`config.mk`:
```
export PLATFORM = sky130hd
export DESIGN_NAME = ppt_wp_mem
export DESIGN_NICKNAME = d
export VERILOG_FILES = /design/src/ppt_pkg.sv /design/src/ppt_wp_mem.sv
export SDC_FILE = /design/constraint.sdc
export NUM_CORES = 2
export LEC_CHECK = 0
export BUFFER_PORTS_ARGS = -buffer_cell sky130_fd_sc_hd__buf_2
export CAP_MARGIN = 20
export CORE_ASPECT_RATIO = 0.9
export CORE_MARGIN = 2
export CORE_UTILIZATION = 35
export CTS_BUF_LIST = sky130_fd_sc_hd__clkbuf_4 sky130_fd_sc_hd__clkbuf_8
export CTS_CLUSTER_SIZE = 10
export DETAILED_ROUTE_END_ITERATION = 7
export GPL_TIMING_DRIVEN = 0
export HOLD_SLACK_MARGIN = 0.05
export PLACE_DENSITY = 0.55
export RECOVER_POWER = 100
export SLEW_MARGIN = 20
export SYNTH_ARGS = -nofsm -noshare
export SYNTH_HDL_FRONTEND = slang
export SYNTH_MEMORY_MAX_BITS = 65536
export SYNTH_SLANG_ARGS = --single-unit
export TNS_END_PERCENT = 50
```
`constraint.sdc`:
```
create_clock -name clk -period 9.61 [get_ports clk]
set_clock_uncertainty 0.05 [all_clocks]
set_input_delay 1.4415 -clock clk [delete_from_list [all_inputs] [get_ports clk]]
set_output_delay 1.4415 -clock clk [all_outputs]
set_load 0.01 [all_outputs]
```
`src/ppt_pkg.sv`:
```
// Package for the pure pursuit target finder: sizes, codes, record types and
// small helper functions. No dependencies; used by every module of the block.
`timescale 1ns / 1ps
package ppt_pkg;

  localparam int MAX_WP     = 64;
  localparam int COORD_BITS = 24;
  localparam int FRAC_BITS  = 16;
  localparam int HEAD_BITS  = 20;
  localparam int RAD_W      = COORD_BITS - 1;
  localparam int HTOL_W     = HEAD_BITS - 1;
  localparam int ADDR_W     = $clog2(MAX_WP);
  localparam int CNT_W      = ADDR_W + 1;

  localparam int DW      = COORD_BITS + 1;
  localparam int MUL_W   = DW + 1;
  localparam int PROD_W  = 2 * MUL_W;
  localparam int NUM_W   = 2 * DW;
  localparam int ROOT_W  = DW;
  localparam int REM_W   = ROOT_W + 3;
  localparam int STEP_W  = $clog2(NUM_W + 1);

  localparam int PADDR_W = 4;
  localparam int PDATA_W = 32;

  localparam logic [RAD_W-1:0]  RAD_RESET  = RAD_W'(1 << FRAC_BITS);
  localparam logic [RAD_W-1:0]  PTOL_RESET = RAD_W'(((1 << FRAC_BITS) * 5 + 50) / 100);
  localparam logic [HTOL_W-1:0] HTOL_RESET = HTOL_W'(((1 << FRAC_BITS) * 5 + 50) / 100);

  localparam logic [1:0] OP_LOAD   = 2'd0;
  localparam logic [1:0] OP_APPEND = 2'd1;
  localparam logic [1:0] OP_QUERY  = 2'd2;
  localparam logic [1:0] OP_RSVD   = 2'd3;

  localparam logic [1:0] ST_OK    = 2'd0;
  localparam logic [1:0] ST_FULL  = 2'd1;
  localparam logic [1:0] ST_EMPTY = 2'd2;

  localparam logic [1:0] REG_RADIUS = 2'd0;
  localparam logic [1:0] REG_PTOL   = 2'd1;
  localparam logic [1:0] REG_HTOL   = 2'd2;

  typedef struct packed {
    logic signed [COORD_BITS-1:0] x;
    logic signed [COORD_BITS-1:0] y;
    logic signed [HEAD_BITS-1:0]  h;
    logic                         turn;
  } wp_t;

  typedef struct packed {
    logic              start;
    logic              sqrt_mode;
    logic [NUM_W-1:0]  num;
    logic [ROOT_W-1:0] den;
  } ds_req_t;

  function automatic logic [NUM_W-1:0] mag(input logic signed [PROD_W-1:0] v);
    logic signed [PROD_W-1:0] a;
    a = v[PROD_W-1] ? -v : v;
    return a[NUM_W-1:0];
  endfunction

  function automatic logic signed [MUL_W-1:0] sx(input logic signed [DW-1:0] v);
    return {v[DW-1], v};
  endfunction

endpackage

```
`src/ppt_wp_mem.sv`:
```
// Waypoint ring store: one write port and one registered read port.
// Depends on ppt_pkg for the entry record and the depth.
`timescale 1ns / 1ps
module ppt_wp_mem (
  input  logic                      clk,
  input  logic                      we,
  input  logic [ppt_pkg::ADDR_W-1:0] waddr,
  input  ppt_pkg::wp_t              wdata,
  input  logic [ppt_pkg::ADDR_W-1:0] raddr,
  output ppt_pkg::wp_t              rdata
);

  ppt_pkg::wp_t mem [ppt_pkg::MAX_WP];

  always_ff @(posedge clk) begin
    if (we) begin
      mem[waddr] <= wdata;
    end
    rdata <= mem[raddr];
  end

endmodule

```
# [Yosys cells after proc, flatten, opt, wreduce, memory -nomap -nowiden]
# Memories as Yosys holds them, arrays and structs flattened. A register that Yosys moved wholly into a read port is not among the register bits.
# Cells that the tools add are included.
[word_totals] regBits=0 romBits=0 n_memories=1 latch_bits=0 ramBits=4416
[op_classes] n_bitwise=0 n_shift=0 order_cmp=0 mul=0 n_mux=2 n_reduce_logical=0 n_eq_ne=0 n_div=0 n_addsub=0
[mem_list] memory="mem" depth=64 width=69 read_ports=1 rd_ports_with_merged_regs=1 wr=1 line="ppt_wp_mem.sv:13" text="ppt_pkg::wp_t mem [ppt_pkg::MAX_WP];"
[op_table] op="1-bit two-way mux" n=2

# [Logic depth before layout (Yosys ltp)]
[logic_depth] depth_word=2 depth_mapped=9

# [Least setup slack after synthesis]
# OpenSTA, ideal clock, no wires.
[synth_timing] path_type="in2reg" startpoint="in waddr[3] in the netlist's numbering" endpoint="mem mem[48][0] in the netlist's numbering (enable)" path_slack_ns=2.331 setup_ns=0.581 stages=4 t_arrival_ns=6.649 path_cell_list="clkbuf_1 > nor2b_1 > nand4b_1 > nor3_1"
[synth_rtl] item="from (decl)" line="ppt_wp_mem.sv:7" text="input logic [ppt_pkg::ADDR_W-1:0] waddr,"
[synth_rtl] item="to (decl)" line="ppt_wp_mem.sv:13"
# Straight into the memory's write port.

# [Worst setup path after layout]
[layout_timing] startpoint="in waddr[3] in the netlist's numbering" endpoint="mem mem[20][55] in the netlist's numbering (enable)"
# Straight into the memory's write port.

==> flow_metrics.env <==
export IMPL_status="finished, violations left"
export IMPL_failed_checks="max-capacitance violations, max-slew violations"
export IMPL_slew_viol_final=6809
export IMPL_antenna_found_initial=51
export IMPL_rsz0062_at_grt="false"
export IMPL_setup_viol=0
export IMPL_max_slew_margin_pct=-163.7
export IMPL_min_to="rdata[49]$_DFF_P_"
export IMPL_fin_crit_ns=7.042
export IMPL_viasPerCell=5.828
export IMPL_hold_class="reg2reg"
export IMPL_finalSetupTns_ns=0
export IMPL_synth_area_leaders="edfxtp_1, mux4_2, a22oi_1"
export IMPL_ff2ff_path_depth=4
export IMPL_critPathMaxFanout=13
export IMPL_max_freq_mhz=142.0
export IMPL_seq_area_frac_synth_pct=79.80
export IMPL_die_w_um=734.1
export IMPL_worstSetupStartpointType="input pin"
export IMPL_numCtsBuffers=722
export IMPL_grt_ovfl_total=0
export IMPL_worst_pin_slew_ns=3.955
export IMPL_cts_resized=0
export IMPL_die_area_um2=485300
export IMPL_drive_gt1_share_pct=28.93
export IMPL_firstDrtPassIters=6
export IMPL_path_clk_slew_ns=0.06
export IMPL_num_vias=88613
export IMPL_required_ns=10.40
export IMPL_grt_pass1_wl_mm=766.6
export IMPL_drt_iter0_drc=14157
export IMPL_wl_per_cell_um=38.41
export IMPL_ctsHoldBuffers=0
export IMPL_clock_sinks=4485
export IMPL_initial_core_util_pct=35.11
export IMPL_synthFlopType="edfxtp_1"
export IMPL_syn2layout_area_growth_pct=14.92
export IMPL_clock_path_buffers=4
export IMPL_grt_max_degree=65
export IMPL_htree_num_levels=6
export IMPL_syn_inst=7005
export IMPL_gp_congestion=0.7877
export IMPL_reg2reg_from="mem[34][33]$_DFFE_PP_"
export IMPL_ir_drop_v=0.0001393
export IMPL_dpl_cell_area_um2=185600
export IMPL_cts_tree="built"
export IMPL_clk_latency_ns=1.28
export IMPL_track_usage_pct=23.48
export IMPL_maxCapViolations=260
export IMPL_fill_cells=42121
export IMPL_ys_warn_count=0
export IMPL_p_leak_nw=59.55
export IMPL_synth_top_area_share_pct=78.97
export IMPL_drc_errors=0
export IMPL_fin_area_um2=193000
export IMPL_synth_area_um2=167900
export IMPL_synth_cell_types=28
export IMPL_crit_type="in2reg"
export IMPL_totalWireLength_mm=584.0
export IMPL_yosysTopAreaCell="edfxtp_1"
export IMPL_synth_edff_count=4416
export IMPL_synthArstFlopShare_pct=0
export IMPL_min_path_cells=4
export IMPL_hold_path_startpoint="mem[30][49]$_DFFE_PP_"
export IMPL_grt_pass1_vias=86709
export IMPL_finalHoldViolCount=0
export IMPL_multi_input_area_um2=32040
export IMPL_nets=8351
export IMPL_r2r_end="rdata[33]$_DFF_P_"
export IMPL_final_antenna_net_count=0
export IMPL_post_cts_buffers=0
export IMPL_clockRootBuffer="clkbuf_8"
export IMPL_r2r_slack_ns=6.92
export IMPL_pin_count=152
export IMPL_portBuffers=144
export IMPL_syn_area_per_cell_um2=23.97
export IMPL_syn_num_nets=7088
export IMPL_seqCellArea_um2=134000
export IMPL_total_power_w=0.04072
export IMPL_rows=241
export IMPL_die_h_um=661.1
export IMPL_powerDensity_nw_per_um2=211.0
export IMPL_cp_data_arrival_time_ns=7.83
export IMPL_worst_setup_path_end_kind="flop"
export IMPL_period_share_pct=73.28
export IMPL_synth_seq_cells=4485
export IMPL_dpl_hpwl_mm=399.0
export IMPL_core_area_um2=478200
## cell usage after synthesis, drive strengths merged, types with 3 or more instances
cell type	n
edfxtp	4416
mux4	1104
a22oi	276
buf	257
clkbuf	143
o22ai	138
nand3	121
nor2	117
mux2i	105
a211oi	69
dfxtp	69
o211a	69
o221ai	51
nand3b	27
nand2b	9
nor2b	9
nand2	8
or3b	4
and2	3
or3	3
## cells by family after synthesis
logic type | Yosys count | synth area share [%]
flip-flops | 4485 | 79.80
multiplexers | 1209 | 15.43
AND/OR/NAND/NOR | 308 | 0.8972
buffers and inverters | 400 | 1.139
AO/OA/AOI/OAI | 603 | 2.734
## through the flow
step                      setup WS (ns)  utilization, %  std cells  hold slack (ns)
after global placement           -8.423           36.91      13467           0.8729
after floorplan                   2.331               -       7005           0.7297
after detailed placement          3.912           38.82      13860           0.8588
after CTS                         5.324           41.84      15162           0.4468
after global routing              2.719           40.33      15173           0.8418
final                             2.568           40.35      15206           0.8276
## layout by cell type, fill, tap and decap left out, types with 11 or more instances in the layout
cell type | netlist | routed
buf_1 | 22 | 15
inv_6 | 0 | 11
nand3_1 | 121 | 121
bufinv_16 | 0 | 24
nor2_1 | 117 | 116
buf_4 | 42 | 46
buf_2 | 191 | 189
o211a_1 | 69 | 69
edfxtp_1 | 4416 | 4416
clkinvlp_4 | 0 | 11
clkbuf_1 | 143 | 615
clkinv_2 | 0 | 73
buf_16 | 0 | 13
inv_12 | 0 | 12
clkinv_8 | 0 | 12
clkbuf_2 | 0 | 45
dfxtp_1 | 69 | 69
a22oi_1 | 276 | 276
diode_2 | 0 | 42
inv_8 | 0 | 14
a211oi_1 | 69 | 65
clkbuf_8 | 0 | 741
mux4_2 | 1104 | 1104
o221ai_1 | 51 | 51
nand3b_1 | 27 | 27
o22ai_1 | 138 | 138
mux2i_1 | 105 | 105
clkinv_1 | 0 | 167
clkbuf_4 | 0 | 236
## power breakdown
group          switching [W]  leakage [nW]  internal [W]
registers          0.0000401          40.3        0.0217
clock network        0.00796          7.62       0.00880
logic                0.00155          11.6      0.000672
total                0.00954          59.6        0.0312
## sequential cells by signal, summed over array words and instances (netlist names)
register and flops:
mem 4416, rdata 69
## area by class of cell
type / instances / area share, %
Multi-Input combinational cell: 2120 / 16.60
Buffer: 400 / 1.029
Timing Repair Buffer: 539 / 1.295
Clock buffer: 974 / 6.191
Clock inverter: 328 / 1.294
Tap cell: 6318 / 4.097
Sequential cell: 4485 / 69.44
Antenna cell: 42 / 0.05446
## worst max-delay path: stages
cell and delay [ns]:
clkbuf_1 0.27, nor2b_1 0.29, nand2b_1 0.25, clkbuf_1 0.31, nor2_1 1.55, clkbuf_1 0.94
clkbuf_1 1.50, clkbuf_1 1.15
## worst max path at each step
stage              from                    end  depth (start not counted)
2_1_floorplan  waddr[3]   mem[48][0]$_DFFE_PP_                          4
3_3_place_gp   waddr[3]  mem[49][49]$_DFFE_PP_                          4
3_5_place_dp   raddr[1]      rdata[40]$_DFF_P_                          8
4_1_cts        raddr[1]      rdata[40]$_DFF_P_                          8
5_1_grt        waddr[3]  mem[20][55]$_DFFE_PP_                          8
6_report       waddr[3]  mem[20][55]$_DFFE_PP_                          8
## metal layers
layer / wire (µm) / share of wire, % / GRT usage (%)
met1: 225500 / 39 / 32.39
met2: 261200 / 45 / 35.70
met3: 71540 / 12 / 6.353
met4: 25520 / 4.4 / 8.913
met5: 184 / 0.032 / 0
Note: power is estimated with default switching activity, not from simulation.
