==> src/ppt_pkg.sv <==
// Package for the pure pursuit target finder: sizes, codes, record types and
// small helper functions. No dependencies; used by every module of the block.
`timescale 1ns / 1ps
package ppt_pkg;

  localparam int MAX_WP     = 64;
  localparam int COORD_BITS = 24;
  localparam int FRAC_BITS  = 16;
  localparam int HEAD_BITS  = 20;
  localparam int RAD_W      = COORD_BITS - 1;
  localparam int HTOL_W     = HEAD_BITS - 1;
  localparam int ADDR_W     = $clog2(MAX_WP);
  localparam int CNT_W      = ADDR_W + 1;

  localparam int DW      = COORD_BITS + 1;
  localparam int MUL_W   = DW + 1;
  localparam int PROD_W  = 2 * MUL_W;
  localparam int NUM_W   = 2 * DW;
  localparam int ROOT_W  = DW;
  localparam int REM_W   = ROOT_W + 3;
  localparam int STEP_W  = $clog2(NUM_W + 1);

  localparam int PADDR_W = 4;
  localparam int PDATA_W = 32;

  localparam logic [RAD_W-1:0]  RAD_RESET  = RAD_W'(1 << FRAC_BITS);
  localparam logic [RAD_W-1:0]  PTOL_RESET = RAD_W'(((1 << FRAC_BITS) * 5 + 50) / 100);
  localparam logic [HTOL_W-1:0] HTOL_RESET = HTOL_W'(((1 << FRAC_BITS) * 5 + 50) / 100);

  localparam logic [1:0] OP_LOAD   = 2'd0;
  localparam logic [1:0] OP_APPEND = 2'd1;
  localparam logic [1:0] OP_QUERY  = 2'd2;
  localparam logic [1:0] OP_RSVD   = 2'd3;

  localparam logic [1:0] ST_OK    = 2'd0;
  localparam logic [1:0] ST_FULL  = 2'd1;
  localparam logic [1:0] ST_EMPTY = 2'd2;

  localparam logic [1:0] REG_RADIUS = 2'd0;
  localparam logic [1:0] REG_PTOL   = 2'd1;
  localparam logic [1:0] REG_HTOL   = 2'd2;

  typedef struct packed {
    logic signed [COORD_BITS-1:0] x;
    logic signed [COORD_BITS-1:0] y;
    logic signed [HEAD_BITS-1:0]  h;
    logic                         turn;
  } wp_t;

  typedef struct packed {
    logic              start;
    logic              sqrt_mode;
    logic [NUM_W-1:0]  num;
    logic [ROOT_W-1:0] den;
  } ds_req_t;

  function automatic logic [NUM_W-1:0] mag(input logic signed [PROD_W-1:0] v);
    logic signed [PROD_W-1:0] a;
    a = v[PROD_W-1] ? -v : v;
    return a[NUM_W-1:0];
  endfunction

  function automatic logic signed [MUL_W-1:0] sx(input logic signed [DW-1:0] v);
    return {v[DW-1], v};
  endfunction

endpackage

==> src/ppt_divsqrt.sv <==
// Shared iterative unit: restoring unsigned divide, one quotient bit a cycle,
// or integer square root, one root bit a cycle. Depends on ppt_pkg.
`timescale 1ns / 1ps
module ppt_divsqrt (
  input  logic                     clk,
  input  logic                     rst,
  input  ppt_pkg::ds_req_t         req,
  output logic                     done,
  output logic [ppt_pkg::NUM_W-1:0] res
);

  logic                        busy;
  logic                        mode;
  logic [ppt_pkg::NUM_W-1:0]   acc;
  logic [ppt_pkg::ROOT_W-1:0]  den;
  logic [ppt_pkg::ROOT_W-1:0]  root;
  logic [ppt_pkg::REM_W-1:0]   rem;
  logic [ppt_pkg::STEP_W-1:0]  step;
  logic [ppt_pkg::REM_W-1:0]   sh;
  logic [ppt_pkg::REM_W-1:0]   trial;
  logic                        ge;

  always_comb begin
    if (mode) begin
      sh    = {rem[ppt_pkg::REM_W-3:0], acc[ppt_pkg::NUM_W-1:ppt_pkg::NUM_W-2]};
      trial = {1'b0, root, 2'b01};
    end else begin
      sh    = {rem[ppt_pkg::REM_W-2:0], acc[ppt_pkg::NUM_W-1]};
      trial = ppt_pkg::REM_W'(den);
    end
    ge  = (sh >= trial);
    res = mode ? ppt_pkg::NUM_W'(root) : acc;
  end

  always_ff @(posedge clk) begin
    if (rst) begin
      busy <= 1'b0;
      done <= 1'b0;
    end else begin
      done <= 1'b0;
      if (req.start) begin
        busy <= 1'b1;
        mode <= req.sqrt_mode;
        acc  <= req.num;
        den  <= req.den;
        rem  <= '0;
        root <= '0;
        step <= req.sqrt_mode ? ppt_pkg::STEP_W'(ppt_pkg::NUM_W / 2)
                              : ppt_pkg::STEP_W'(ppt_pkg::NUM_W);
      end else if (busy) begin
        rem <= ge ? (sh - trial) : sh;
        if (mode) begin
          acc  <= {acc[ppt_pkg::NUM_W-3:0], 2'b00};
          root <= {root[ppt_pkg::ROOT_W-2:0], ge};
        end else begin
          acc <= {acc[ppt_pkg::NUM_W-2:0], ge};
        end
        step <= step - 1'b1;
        if (step == ppt_pkg::STEP_W'(1)) begin
          busy <= 1'b0;
          done <= 1'b1;
        end
      end
    end
  end

endmodule

==> config.mk <==
export PLATFORM = sky130hd
export DESIGN_NAME = ppt_divsqrt
export DESIGN_NICKNAME = d
export VERILOG_FILES = /design/src/ppt_pkg.sv /design/src/ppt_divsqrt.sv
export SDC_FILE = /design/constraint.sdc
export NUM_CORES = 1
export LEC_CHECK = 0
export BUFFER_PORTS_ARGS = -buffer_cell sky130_fd_sc_hd__buf_4
export CAP_MARGIN = 20
export CORE_AREA = 2 2 139 141
export DETAILED_ROUTE_END_ITERATION = 8
export DIE_AREA = 0 0 141 143
export GPL_TIMING_DRIVEN = 1
export HOLD_SLACK_MARGIN = 0.1
export PLACE_DENSITY = 0.65
export RECOVER_POWER = 25
export SETUP_SLACK_MARGIN = 0.02
export SYNTH_ARGS = -nofsm -noshare
export SYNTH_HDL_FRONTEND = slang
export SYNTH_SLANG_ARGS = --single-unit
==> constraint.sdc <==
create_clock -name clk -period 19.2 [get_ports clk]
set_clock_uncertainty 0.05 [all_clocks]
set_input_delay 5.76 -clock clk [delete_from_list [all_inputs] [get_ports clk]]
set_output_delay 5.76 -clock clk [all_outputs]
set_load 0.01 [all_outputs]
; Word-level counts from Yosys, hierarchy flattened
; Index checks and enable logic that the tools add are counted.
; Widths: inputs -> output; s select.
[classes]
add_sub_neg = 2
magnitude_cmp = 1
eq_ne = 1
n_mux = 17
n_bitwise = 2
n_reduce_logical = 6
[ops]
columns = cell, n
row1 = $mux 50, 4
row2 = $mux 27, 3
row3 = $mux 25, 2
row4 = $ge 28x27->1, 1
row5 = $mux 28, 1
row6 = $sub 27x27->27, 1
row7 = $mux 6, 3
row8 = $eq 6x1->1 const B, 1
row9 = $sub 6x1->6 const B, 1
row10 = $mux 1, 4
row11 = $reduce_and 2->1, 2
row12 = $reduce_bool 2->1, 2
row13 = $reduce_and 3->1, 1
row14 = $reduce_or 3->1, 1
row15 = $not 1->1, 2
[word_totals]
ff_bits = 136
in_bits = 79
out_inout_bits = 51
elab_cells = 37

; Depth between registers and ports, before layout
; Gate-level depths: netlist of run 1.
[logic_depth]
ltp_word = 5
ltp_mapped = 16
mapped_depth_nobuf = 13

; Worst setup path after synthesis of run 1
; Ideal clock, no wire load.
[synth_timing]
path_type = input -> register
startpoint = input req[76] (netlist bit)
endpoint = register root[0] (netlist bit) (enable)
setup_time_ps = 383
arrival_ps = 10433
required_time_ps = 18767
setup_slack_ps = 8333
cell_stages = 4
path_buffers = 1
path_cell_list = buf_2 > nor2_1 > nor2_1 > o21a_1
[synth_via]
elab_chain_len = 2
elab_cells_between_ends = 3
cone_classes = reduce/logical: 3
[synth_rtl]
columns = item, line_no
row1 = from (decl), ppt_divsqrt.sv:7  ; input ppt_pkg::ds_req_t req,
row2 = $reduce_bool 2->1 (no source line), -
row3 = $reduce_and 3->1 (no source line) *, -
row4 = to (signal assigned), ppt_divsqrt.sv:54  ; root <= {root[ppt_pkg::ROOT_W-2:0], ge};
row5 = to (decl), ppt_divsqrt.sv:16  ; logic [ppt_pkg::ROOT_W-1:0] root;
; Mark *: on every way between the ends. The rest lies on a longest branch, timed or not.
; A chain may end at the register's enable or synchronous reset.

; Final worst setup path of run 1
[layout_timing]
startpoint = input req[76] (netlist bit)
endpoint = register rem[8] (netlist bit) (enable)
[layout_via]
elab_chain_len = 2
[layout_rtl]
columns = item, line_no
row1 = $reduce_bool 2->1 (no source line), -
row2 = $reduce_and 2->1 (no source line), -
row3 = to (signal assigned), ppt_divsqrt.sv:51  ; rem <= ge ? (sh - trial) : sh;
row4 = to (decl), ppt_divsqrt.sv:17  ; logic [ppt_pkg::REM_W-1:0] rem;
; No other way between the ends.

==> summary.txt, run 1 <==
Critical path
  – Cells on worst reg2reg path: 16
  – RR Endpoint: rem[19]
  – R2r startpoint: mode
  – WP data arrival: 9300 ps
  – CP startpoint kind: input port
  – CP Data Required Time: 19230 ps
  – Largest fanout on the critical path: 67
  – R2r setup slk: 13950 ps
  – Critical path capture point type: flip-flop
  – Critical path class: input port to flip-flop

Clocking
  – Cts hold-fix bufs: 0
  – Root Driver: clkbuf_16
  – Clock sink count: 136
  – CTS tree: yes
  – Cts bufs inserted: 17
  – H-tree Lvls: 4
  – Clock input transition at the sequential cells of the worst setup and hold paths: 60 ps
  – Clock latency at the later pin of the worst-skew pair: 420 ps
  – Bufs on Longest Clock Path: 2
  – Post-CTS setup buffer count: 0
  – Resized Gates After CTS: 0

Final layout
  – Area of the multi-input gates: 3980 sq um
  – Area Overhead vs Synth: 20.2%
  – Fillers: 1662
  – Share of cells above drive strength 1: 25.6%
  – Antenna cell count: 0
  – Final nets: 971
  – Sequential cell area: 4060 sq um
  – Layout Cells excl Fill: 1108

Die
  – Die width: 141 um
  – Row count: 50
  – Die area: 20200 sq um
  – Die H: 143 um
  – Core area: 18600 sq um
  – I/O Pins: 130
  – Initial Util: 44.8%

STA
  – Final worst slack: 9930 ps
  – Rel. slew slack: -66.3%
  – Final period util: 48.3%
  – Fin. Hold Viols: 0
  – Worst Tran Pin Value: 2500 ps
  – Final Max Tran Viols: 59
  – Max Clock Freq: 108 MHz
  – Final setup fails: 0
  – Setup repair after global routing missed its margin: no
  – Setup_tns: 0 ps
  – Minimum clock period: 9270 ps

Placement
  – DP Wirelength: 12900 um
  – Port buffer count: 129
  – Placed cells: 1075
  – GPL Wtd Cong: 0.845
  – Place WS: 11270 ps

Outcome
  – Status: complete, but fails checks
  – Failing checks: capacitance limit, slew limit

Route
  – DR pass1 iterations: 5
  – Vias per cell: 5.39
  – Final WL: 18200 um
  – Post-DRT Antenna Nets: 0
  – Via count: 5973
  – DRC: 0
  – Wire per inst: 16.4 um
  – Drt initial violations: 341

Logic synthesis
  – Unique masters post-synth: 63
  – Net Count, Synth: 863
  – Mapped Area: 8320 sq um
  – Post-synthesis register bit count: 136
  – Syn_area_per_cell: 11.0 sq um
  – Post-synth EDFFs: 134
  – Synth Instances: 754
  – Seq/Total Area, Yosys: 48.8%
  – Synth Flop Type: edfxtp_1
  – Asr flop ratio synth: 0%
  – Ys Warns: 0

Global routing
  – Vias in the first global route: 5914
  – Tot GR Track Use: 18.4%
  – First-pass GRT wire length: 29300 um
  – Largest net degree at the start of global routing: 102
  – Initial antenna violation count: 0
  – Grt ovf: 0

Worst hold path
  – Hold EP: done
  – Hold Path Stages: 1
  – Type of the worst min-delay path: flip-flop to flip-flop
  – Hold_sp: busy

Power and ir drop
  – Static leakage: 4.01 nW
  – Pwr dens: 97.8 nW/um^2
  – Maximum vdd drop: 63.8 uV

Run
  – Max Cap Viol: 1
==> registers in the layout (all words and copies together) (netlist names) <==
signal and cells:
acc 50, rem 27, den 25, root 25
step 6, busy 1, done 1, mode 1
==> synthesized netlist by cell type (all sizes together) (4+ instances only) <==
| master | number | area [sq um] |
|---|---|---|
| o21ai | 65 | 325 |
| buf | 23 | 136 |
| nor2 | 41 | 156 |
| xnor2 | 13 | 114 |
| o21a | 4 | 30.0 |
| o31ai | 5 | 56.3 |
| nand2 | 79 | 297 |
| o211ai | 6 | 45.0 |
| xor2 | 12 | 105 |
| a31oi | 5 | 46.3 |
| a21oi | 48 | 255 |
| ha | 29 | 363 |
| nor3 | 6 | 40.0 |
| clkbuf | 26 | 98.8 |
| nand4 | 9 | 56.3 |
| edfxtp | 134 | 4020 |
| a211oi | 5 | 42.5 |
| a21o | 16 | 120 |
| mux2 | 48 | 541 |
| mux2i | 69 | 691 |
| nor2b | 52 | 325 |
| nand3 | 7 | 35.0 |
| inv | 12 | 45.0 |
| o21bai | 4 | 30.0 |
==> cell type report <==
class                      count  area share, %
clock buffer                  18           4.29
clock inverter                13           1.31
inverter                      12          0.451
multi-input combinational    557           39.8
sequential                   136           40.7
tap                          234           2.93
timing repair buffer         138           10.5
==> layout by cell type (no fill, tap or decap), types with 3 or more instances in the layout <==
cell        count
a21o_1         16
clkbuf_1        7
o211ai_1        6
nor2_1         40
nand2b_1        3
buf_4         107
edfxtp_1      134
clkbuf_4       23
mux2_2         48
inv_1          12
clkinvlp_4      3
nand2_1        79
o21bai_1        4
clkbuf_16      17
nand3_1         7
a21oi_1        46
mux2i_1        69
xor2_1         12
clkinv_2        3
o21a_1          4
a211oi_1        4
nor2b_1        52
o31ai_1         3
ha_1           29
nor3_1          4
nand4_1         9
o21ai_0        65
xnor2_1        13
a21boi_0        3
a31oi_1         4
==> worst max-delay path, stage by stage <==
cell and delay [ps]:
clkbuf_1 1730, nor2_1 280, nor2_4 190, clkbuf_1 860, buf_16 390
==> kinds of logic after synthesis <==
kind of cell    synth area share, %
mux                            14.8
flops                          48.8
xor+xnor                       2.63
simple gates                   12.1
buf+inv                        3.37
compound gates                 13.7
fa+ha+maj                      4.60
==> worst max path at each step <==
| stage | to | slack, ps | depth (start not counted) | start |
|---|---|---|---|---|
| floorplan | root[0] | 8330 | 4 | req[76] |
| global placement | rem[6] | 11300 | 4 | req[76] |
| detailed placement | root[7] | 11270 | 4 | req[76] |
| CTS | res[1] | 10980 | 4 | mode |
| global route | rem[12] | 9640 | 5 | req[76] |
| finish | rem[8] | 9930 | 5 | req[76] |
==> stage by stage <==
stage          cell area (sq um)  power (W)  util, %  hold slack, ps
3_3_place_gp                9410   0.000668     50.6             447
6_report                   10000   0.000978     53.8             444
5_1_grt                    10000    0.00103     53.8             462
4_1_cts                     9970   0.000985     53.7             452
2_1_floorplan               8320   0.000600        -             408
3_5_place_dp                9410   0.000670     50.6             447
==> power breakdown <==
part	internal (W)	leakage, nW	total (W)	switching, W
Sequential	0.000362	1.30	0.000374	0.0000126
Clock	0.000189	0.267	0.000313	0.000123
Combinational	0.000131	2.44	0.000291	0.000160
==> layer usage <==
| metal | track usage [%] | vias to the layer above | wire, um | share of wire, % |
|---|---|---|---|---|
| met5 | 0 | - | 0 | 0 |
| met4 | 5.74 | 0 | 156 | 0.86 |
| met3 | 3.35 | 9 | 806 | 4.4 |
| met2 | 29.3 | 133 | 8300 | 46 |
| met1 | 25.7 | 2823 | 8940 | 49 |
| li1 | - | 3008 | - | - |
Note: power is estimated with default switching activity, not from simulation.
==> run 2: changes to the inputs <==
PLACE_DENSITY = 0.68   (was 0.65)
clock period = 8.27 ns   (was 19.2 ns; I/O delays follow)
==> run 2 against run 1 <==
  * The run still ends with capacitance limit, slew limit left
  * Clock power rose by 120%
  * Worst hold slack got worse by 16 ps
  * Power is 130% higher
  * Sequential share of layout area down 0.066 points
  * Highest routed layer unchanged
  * Worst setup slack worse by 7400 ps
  * Via count about the same
  * Routed wire length shrank 1.6%
  * Cell area grew 0.16%
  * Largest cell class unchanged
  * Register-to-register slack lost 10000 ps
  * Cell count about the same
==> summary.txt, run 2 (synthesis results as in run 1) <==
STA
  – Final period util: 70.0%
  – Fin. Hold Viols: 0
  – Setup repair after global routing missed its margin: no
  – Final Max Tran Viols: 74
  – Worst Tran Pin Value: 2790 ps
  – Max Clock Freq: 173 MHz
  – Final setup fails: 0
  – Rel. slew slack: -86.0%
  – Setup_tns: 0 ps
  – Minimum clock period: 5790 ps
  – Hold_ws: 428 ps

Clocking
  – H-tree Lvls: 4
  – Clock sink count: 136
  – Cts bufs inserted: 17
  – Post-CTS setup buffer count: 0
  – CTS tree: yes
  – Cts hold-fix bufs: 0
  – Bufs on Longest Clock Path: 2
  – Resized Gates After CTS: 0
  – Clock input transition at the sequential cells of the worst setup and hold paths: 50 ps
  – Clock latency at the later pin of the worst-skew pair: 420 ps
  – Root Driver: clkbuf_16

Global routing
  – Largest net degree at the start of global routing: 95
  – Grt ovf: 0
  – Initial antenna violation count: 0
  – Vias in the first global route: 5780
  – First-pass GRT wire length: 28800 um
  – Tot GR Track Use: 18.1%

Worst hold path
  – Type of the worst min-delay path: flip-flop to flip-flop
  – Hold Path Stages: 1
  – Hold_sp: busy
  – Hold EP: done

Final layout
  – Area Overhead vs Synth: 20.3%
  – Biggest register: acc
  – Largest regs: acc: 50 flops, rem: 27 flops
  – Share of cells above drive strength 1: 25.9%
  – Commonest non-fill, non-tap cell in the layout: edfxtp_1
  – Antenna cell count: 0
  – Final core utilization: 53.9%
  – Final nets: 971
  – Max reg flops: 50
  – Most frequent cells in the layout: edfxtp_1, buf_4, nand2_1

Critical path
  – RR Endpoint: rem[22]
  – Largest fanout on the critical path: 73
  – CP Data Required Time: 8290 ps
  – Critical path class: input port to flip-flop
  – Critical path capture point type: flip-flop
  – Cells on worst reg2reg path: 12
  – R2r setup slk: 3710 ps
  – CP startpoint kind: input port
  – R2r startpoint: mode
  – WP data arrival: 5810 ps

Route
  – DRC: 0
  – Drt initial violations: 322
  – Post-DRT Antenna Nets: 0
  – DR pass1 iterations: 4
  – Final WL: 17900 um
  – Vias per cell: 5.38
  – Via count: 5971
  – Wire per inst: 16.1 um

Placement
  – GPL Wtd Cong: 0.857
  – Port buffer count: 129
  – DP Wirelength: 12700 um

Die
  – I/O Pins: 130
  – Die area: 20200 sq um
  – Die H: 143 um
  – Initial Util: 44.8%
  – Die width: 141 um
  – Row count: 50
  – Core area: 18600 sq um

Power and ir drop
  – Maximum vdd drop: 154 uV
  – Pwr dens: 223 nW/um^2
  – Total power: 0.00223 W
  – Static leakage: 4.01 nW

Run
  – Max Cap Viol: 1

Outcome
  – Status: complete, but fails checks
  – Failing checks: capacitance limit, slew limit
==> run 2: worst max path at each step <==
stage                       start      end  slack, ps  cells past startpoint
after global routing      req[76]   den[2]       1940                      4
after detailed placement     mode   rem[0]       3340                     11
after CTS                    mode  res[22]       3130                      3
final                     req[76]   den[2]       2480                      4
after floorplan           req[76]  root[0]        680                      4
after global placement       mode   rem[0]       3480                     11
==> run 2: power breakdown <==
part	switching [W]	internal (W)	total [W]
registers	0.0000305	0.000840	0.000871
clock network	0.000276	0.000406	0.000681
logic	0.000372	0.000306	0.000678
total	0.000679	0.00155	0.00223
==> run 2: worst max-delay path: stages <==
cell,delay (ps)
clkbuf_1,1940
inv_1,660
nor2_2,280
buf_4,390
==> run 2: cell type report <==
type	instances	area, sq um
clock buffer	25	485
fill	1589	8570
timing repair buffer	138	1090
clock inverter	7	46.3
inverter	12	45.0
sequential	136	4060
tap	234	293
multi-input combinational	557	3990
==> run 2: metrics by stage <==
stage                     worst slack [ps]  std cells  instance area (sq um)
final                                 2480       1109                  10000
after global routing                  1940       1109                  10000
after CTS                             3130       1107                   9970
after detailed placement              3340       1075                   9440
after global placement                3480       1074                   9410
after floorplan                        682        754                   8320
==> run 2: layer usage <==
layer  wire, um  track usage [%]  up-vias
met5          0                0        -
met1       8630             25.3     2828
li1           -                -     2990
met2       8190             28.3      133
met3        765             3.62       20
met4        326             6.37        0
==> run 3: changes to the inputs <==
PLACE_DENSITY = 0.65   (was 0.68)
clock period = 5.6 ns   (was 8.27 ns; I/O delays follow)
==> run 3 against run 2 <==
  * The flow still finishes with violations (capacitance limit, slew limit)
  * Largest power group unchanged
  * Routed wire length up 4.5%
  * Cell area grew 0.31%
  * Largest cell class unchanged
  * Die area unchanged
==> summary.txt, run 3 (synthesis results as in run 1) <==
Die
  – Initial Util: 44.8%
  – Die H: 143 um
  – I/O Pins: 130
  – Row count: 50
  – Die area: 20200 sq um
  – Core area: 18600 sq um
  – Die width: 141 um

Clocking
  – H-tree Lvls: 4
  – Clock sink count: 136
  – Cts hold-fix bufs: 0
  – Cts bufs inserted: 17
  – Clock input transition at the sequential cells of the worst setup and hold paths: 60 ps
  – Bufs on Longest Clock Path: 2
  – Post-CTS setup buffer count: 0
  – Resized Gates After CTS: 0
  – Clock latency at the later pin of the worst-skew pair: 430 ps
  – Root Driver: clkbuf_16
  – CTS tree: yes

Run
  – Max Cap Viol: 2

Power and ir drop
  – Pwr dens: 343 nW/um^2
  – Maximum vdd drop: 228 uV
  – Static leakage: 4.04 nW

STA
  – Fin. Hold Viols: 0
  – Setup_tns: 0 ps
  – Minimum clock period: 4500 ps
  – Final setup fails: 0
  – Max Clock Freq: 222 MHz
  – Final Max Tran Viols: 91
  – Setup repair after global routing missed its margin: no
  – Final period util: 80.4%
  – Worst Tran Pin Value: 2090 ps
  – Rel. slew slack: -39.3%
  – Hold_ws: 441 ps

Critical path
  – Cells on worst reg2reg path: 12
  – Largest fanout on the critical path: 71
  – CP startpoint kind: input port
  – Critical path capture point type: flip-flop
  – R2r setup slk: 1380 ps
  – R2r startpoint: mode
  – WP data arrival: 4550 ps
  – CP Data Required Time: 5650 ps
  – RR Endpoint: rem[0]
  – Critical path class: input port to flip-flop

Final layout
  – Biggest register: acc
  – Commonest non-fill, non-tap cell in the layout: edfxtp_1
  – Final core utilization: 54.1%
  – Most frequent cells in the layout: edfxtp_1, buf_4, nand2_1
  – Share of cells above drive strength 1: 26.5%
  – Max reg flops: 50
  – Largest regs: acc: 50 flops, rem: 27 flops
  – Antenna cell count: 0
  – Area Overhead vs Synth: 20.7%
  – Final nets: 974

Global routing
  – Grt ovf: 0
  – Initial antenna violation count: 0
  – Largest net degree at the start of global routing: 78
  – First-pass GRT wire length: 29700 um
  – Tot GR Track Use: 18.7%
  – Vias in the first global route: 5802

Outcome
  – Failing checks: capacitance limit, slew limit
  – Status: complete, but fails checks

Route
  – Drt initial violations: 371
  – Vias per cell: 5.47
  – Via count: 6080
  – DR pass1 iterations: 5
  – DRC: 0
  – Wire per inst: 16.8 um
  – Final WL: 18700 um
  – Post-DRT Antenna Nets: 0

Worst hold path
  – Hold EP: done
  – Hold_sp: busy
  – Type of the worst min-delay path: flip-flop to flip-flop
  – Hold Path Stages: 1

Placement
  – GPL Wtd Cong: 0.924
  – Port buffer count: 129
  – DP Wirelength: 13400 um
## run 3: cell count changes in the layout (fill, tap and decap cells not counted), moves of 3 or more
cell       delta
buf_4         +5
clkbuf_1      -4
inv_6         +4
buf_16        -3
bufinv_16     +3
clkbuf_8      -3
## run 3: how the worst max path moves through the flow
stage | from | to | slack, ps | cells past startpoint
after CTS | mode | rem[26] | 1420 | 12
after floorplan | req[76] | root[0] | 270 | 4
after global placement | mode | rem[26] | 1520 | 12
final | req[76] | root[3] | 1100 | 4
after detailed placement | mode | rem[26] | 1440 | 12
after global routing | req[76] | root[6] | 800 | 4
## run 3: layout make-up
class / instances / area (sq um)
timing repair buffer: 141 / 1060
clock inverter: 14 / 171
inverter: 12 / 45.0
fill: 1665 / 8540
tap: 234 / 293
multi-input combinational: 557 / 3990
clock buffer: 18 / 429
sequential: 136 / 4060
## run 3: worst max-delay path: stages
cell	delay, ps
buf_4	510
clkbuf_1	1550
o21a_1	380
buf_4	350
## run 3: through the flow
stage          instances  power (W)  setup slack [ps]  cell area [sq um]
3_5_place_dp        1080    0.00231              1440               9460
2_1_floorplan        754    0.00206               267               8320
3_3_place_gp        1080    0.00230              1520               9460
6_report            1112    0.00345              1100              10000
5_1_grt             1112    0.00362               798              10000
4_1_cts             1112    0.00347              1420              10100
## run 3: power breakdown
| part | internal, W | total (W) | switching, W | leakage, nW |
|---|---|---|---|---|
| combinational | 0.000449 | 0.00100 | 0.000555 | 2.45 |
| sequential | 0.00124 | 0.00129 | 0.0000482 | 1.30 |
| clock | 0.000704 | 0.00115 | 0.000451 | 0.289 |
| total | 0.00239 | 0.00345 | 0.00105 | 4.04 |
## run 3: routing by layer
layer  track usage (%)  routed length, um  vias to the layer above
met5                 0                  0                        -
met4              6.16                246                        0
met2              29.8               8610                      147
met3              3.69                899                       16
li1                  -                  -                     3009
met1              25.9               8970                     2908
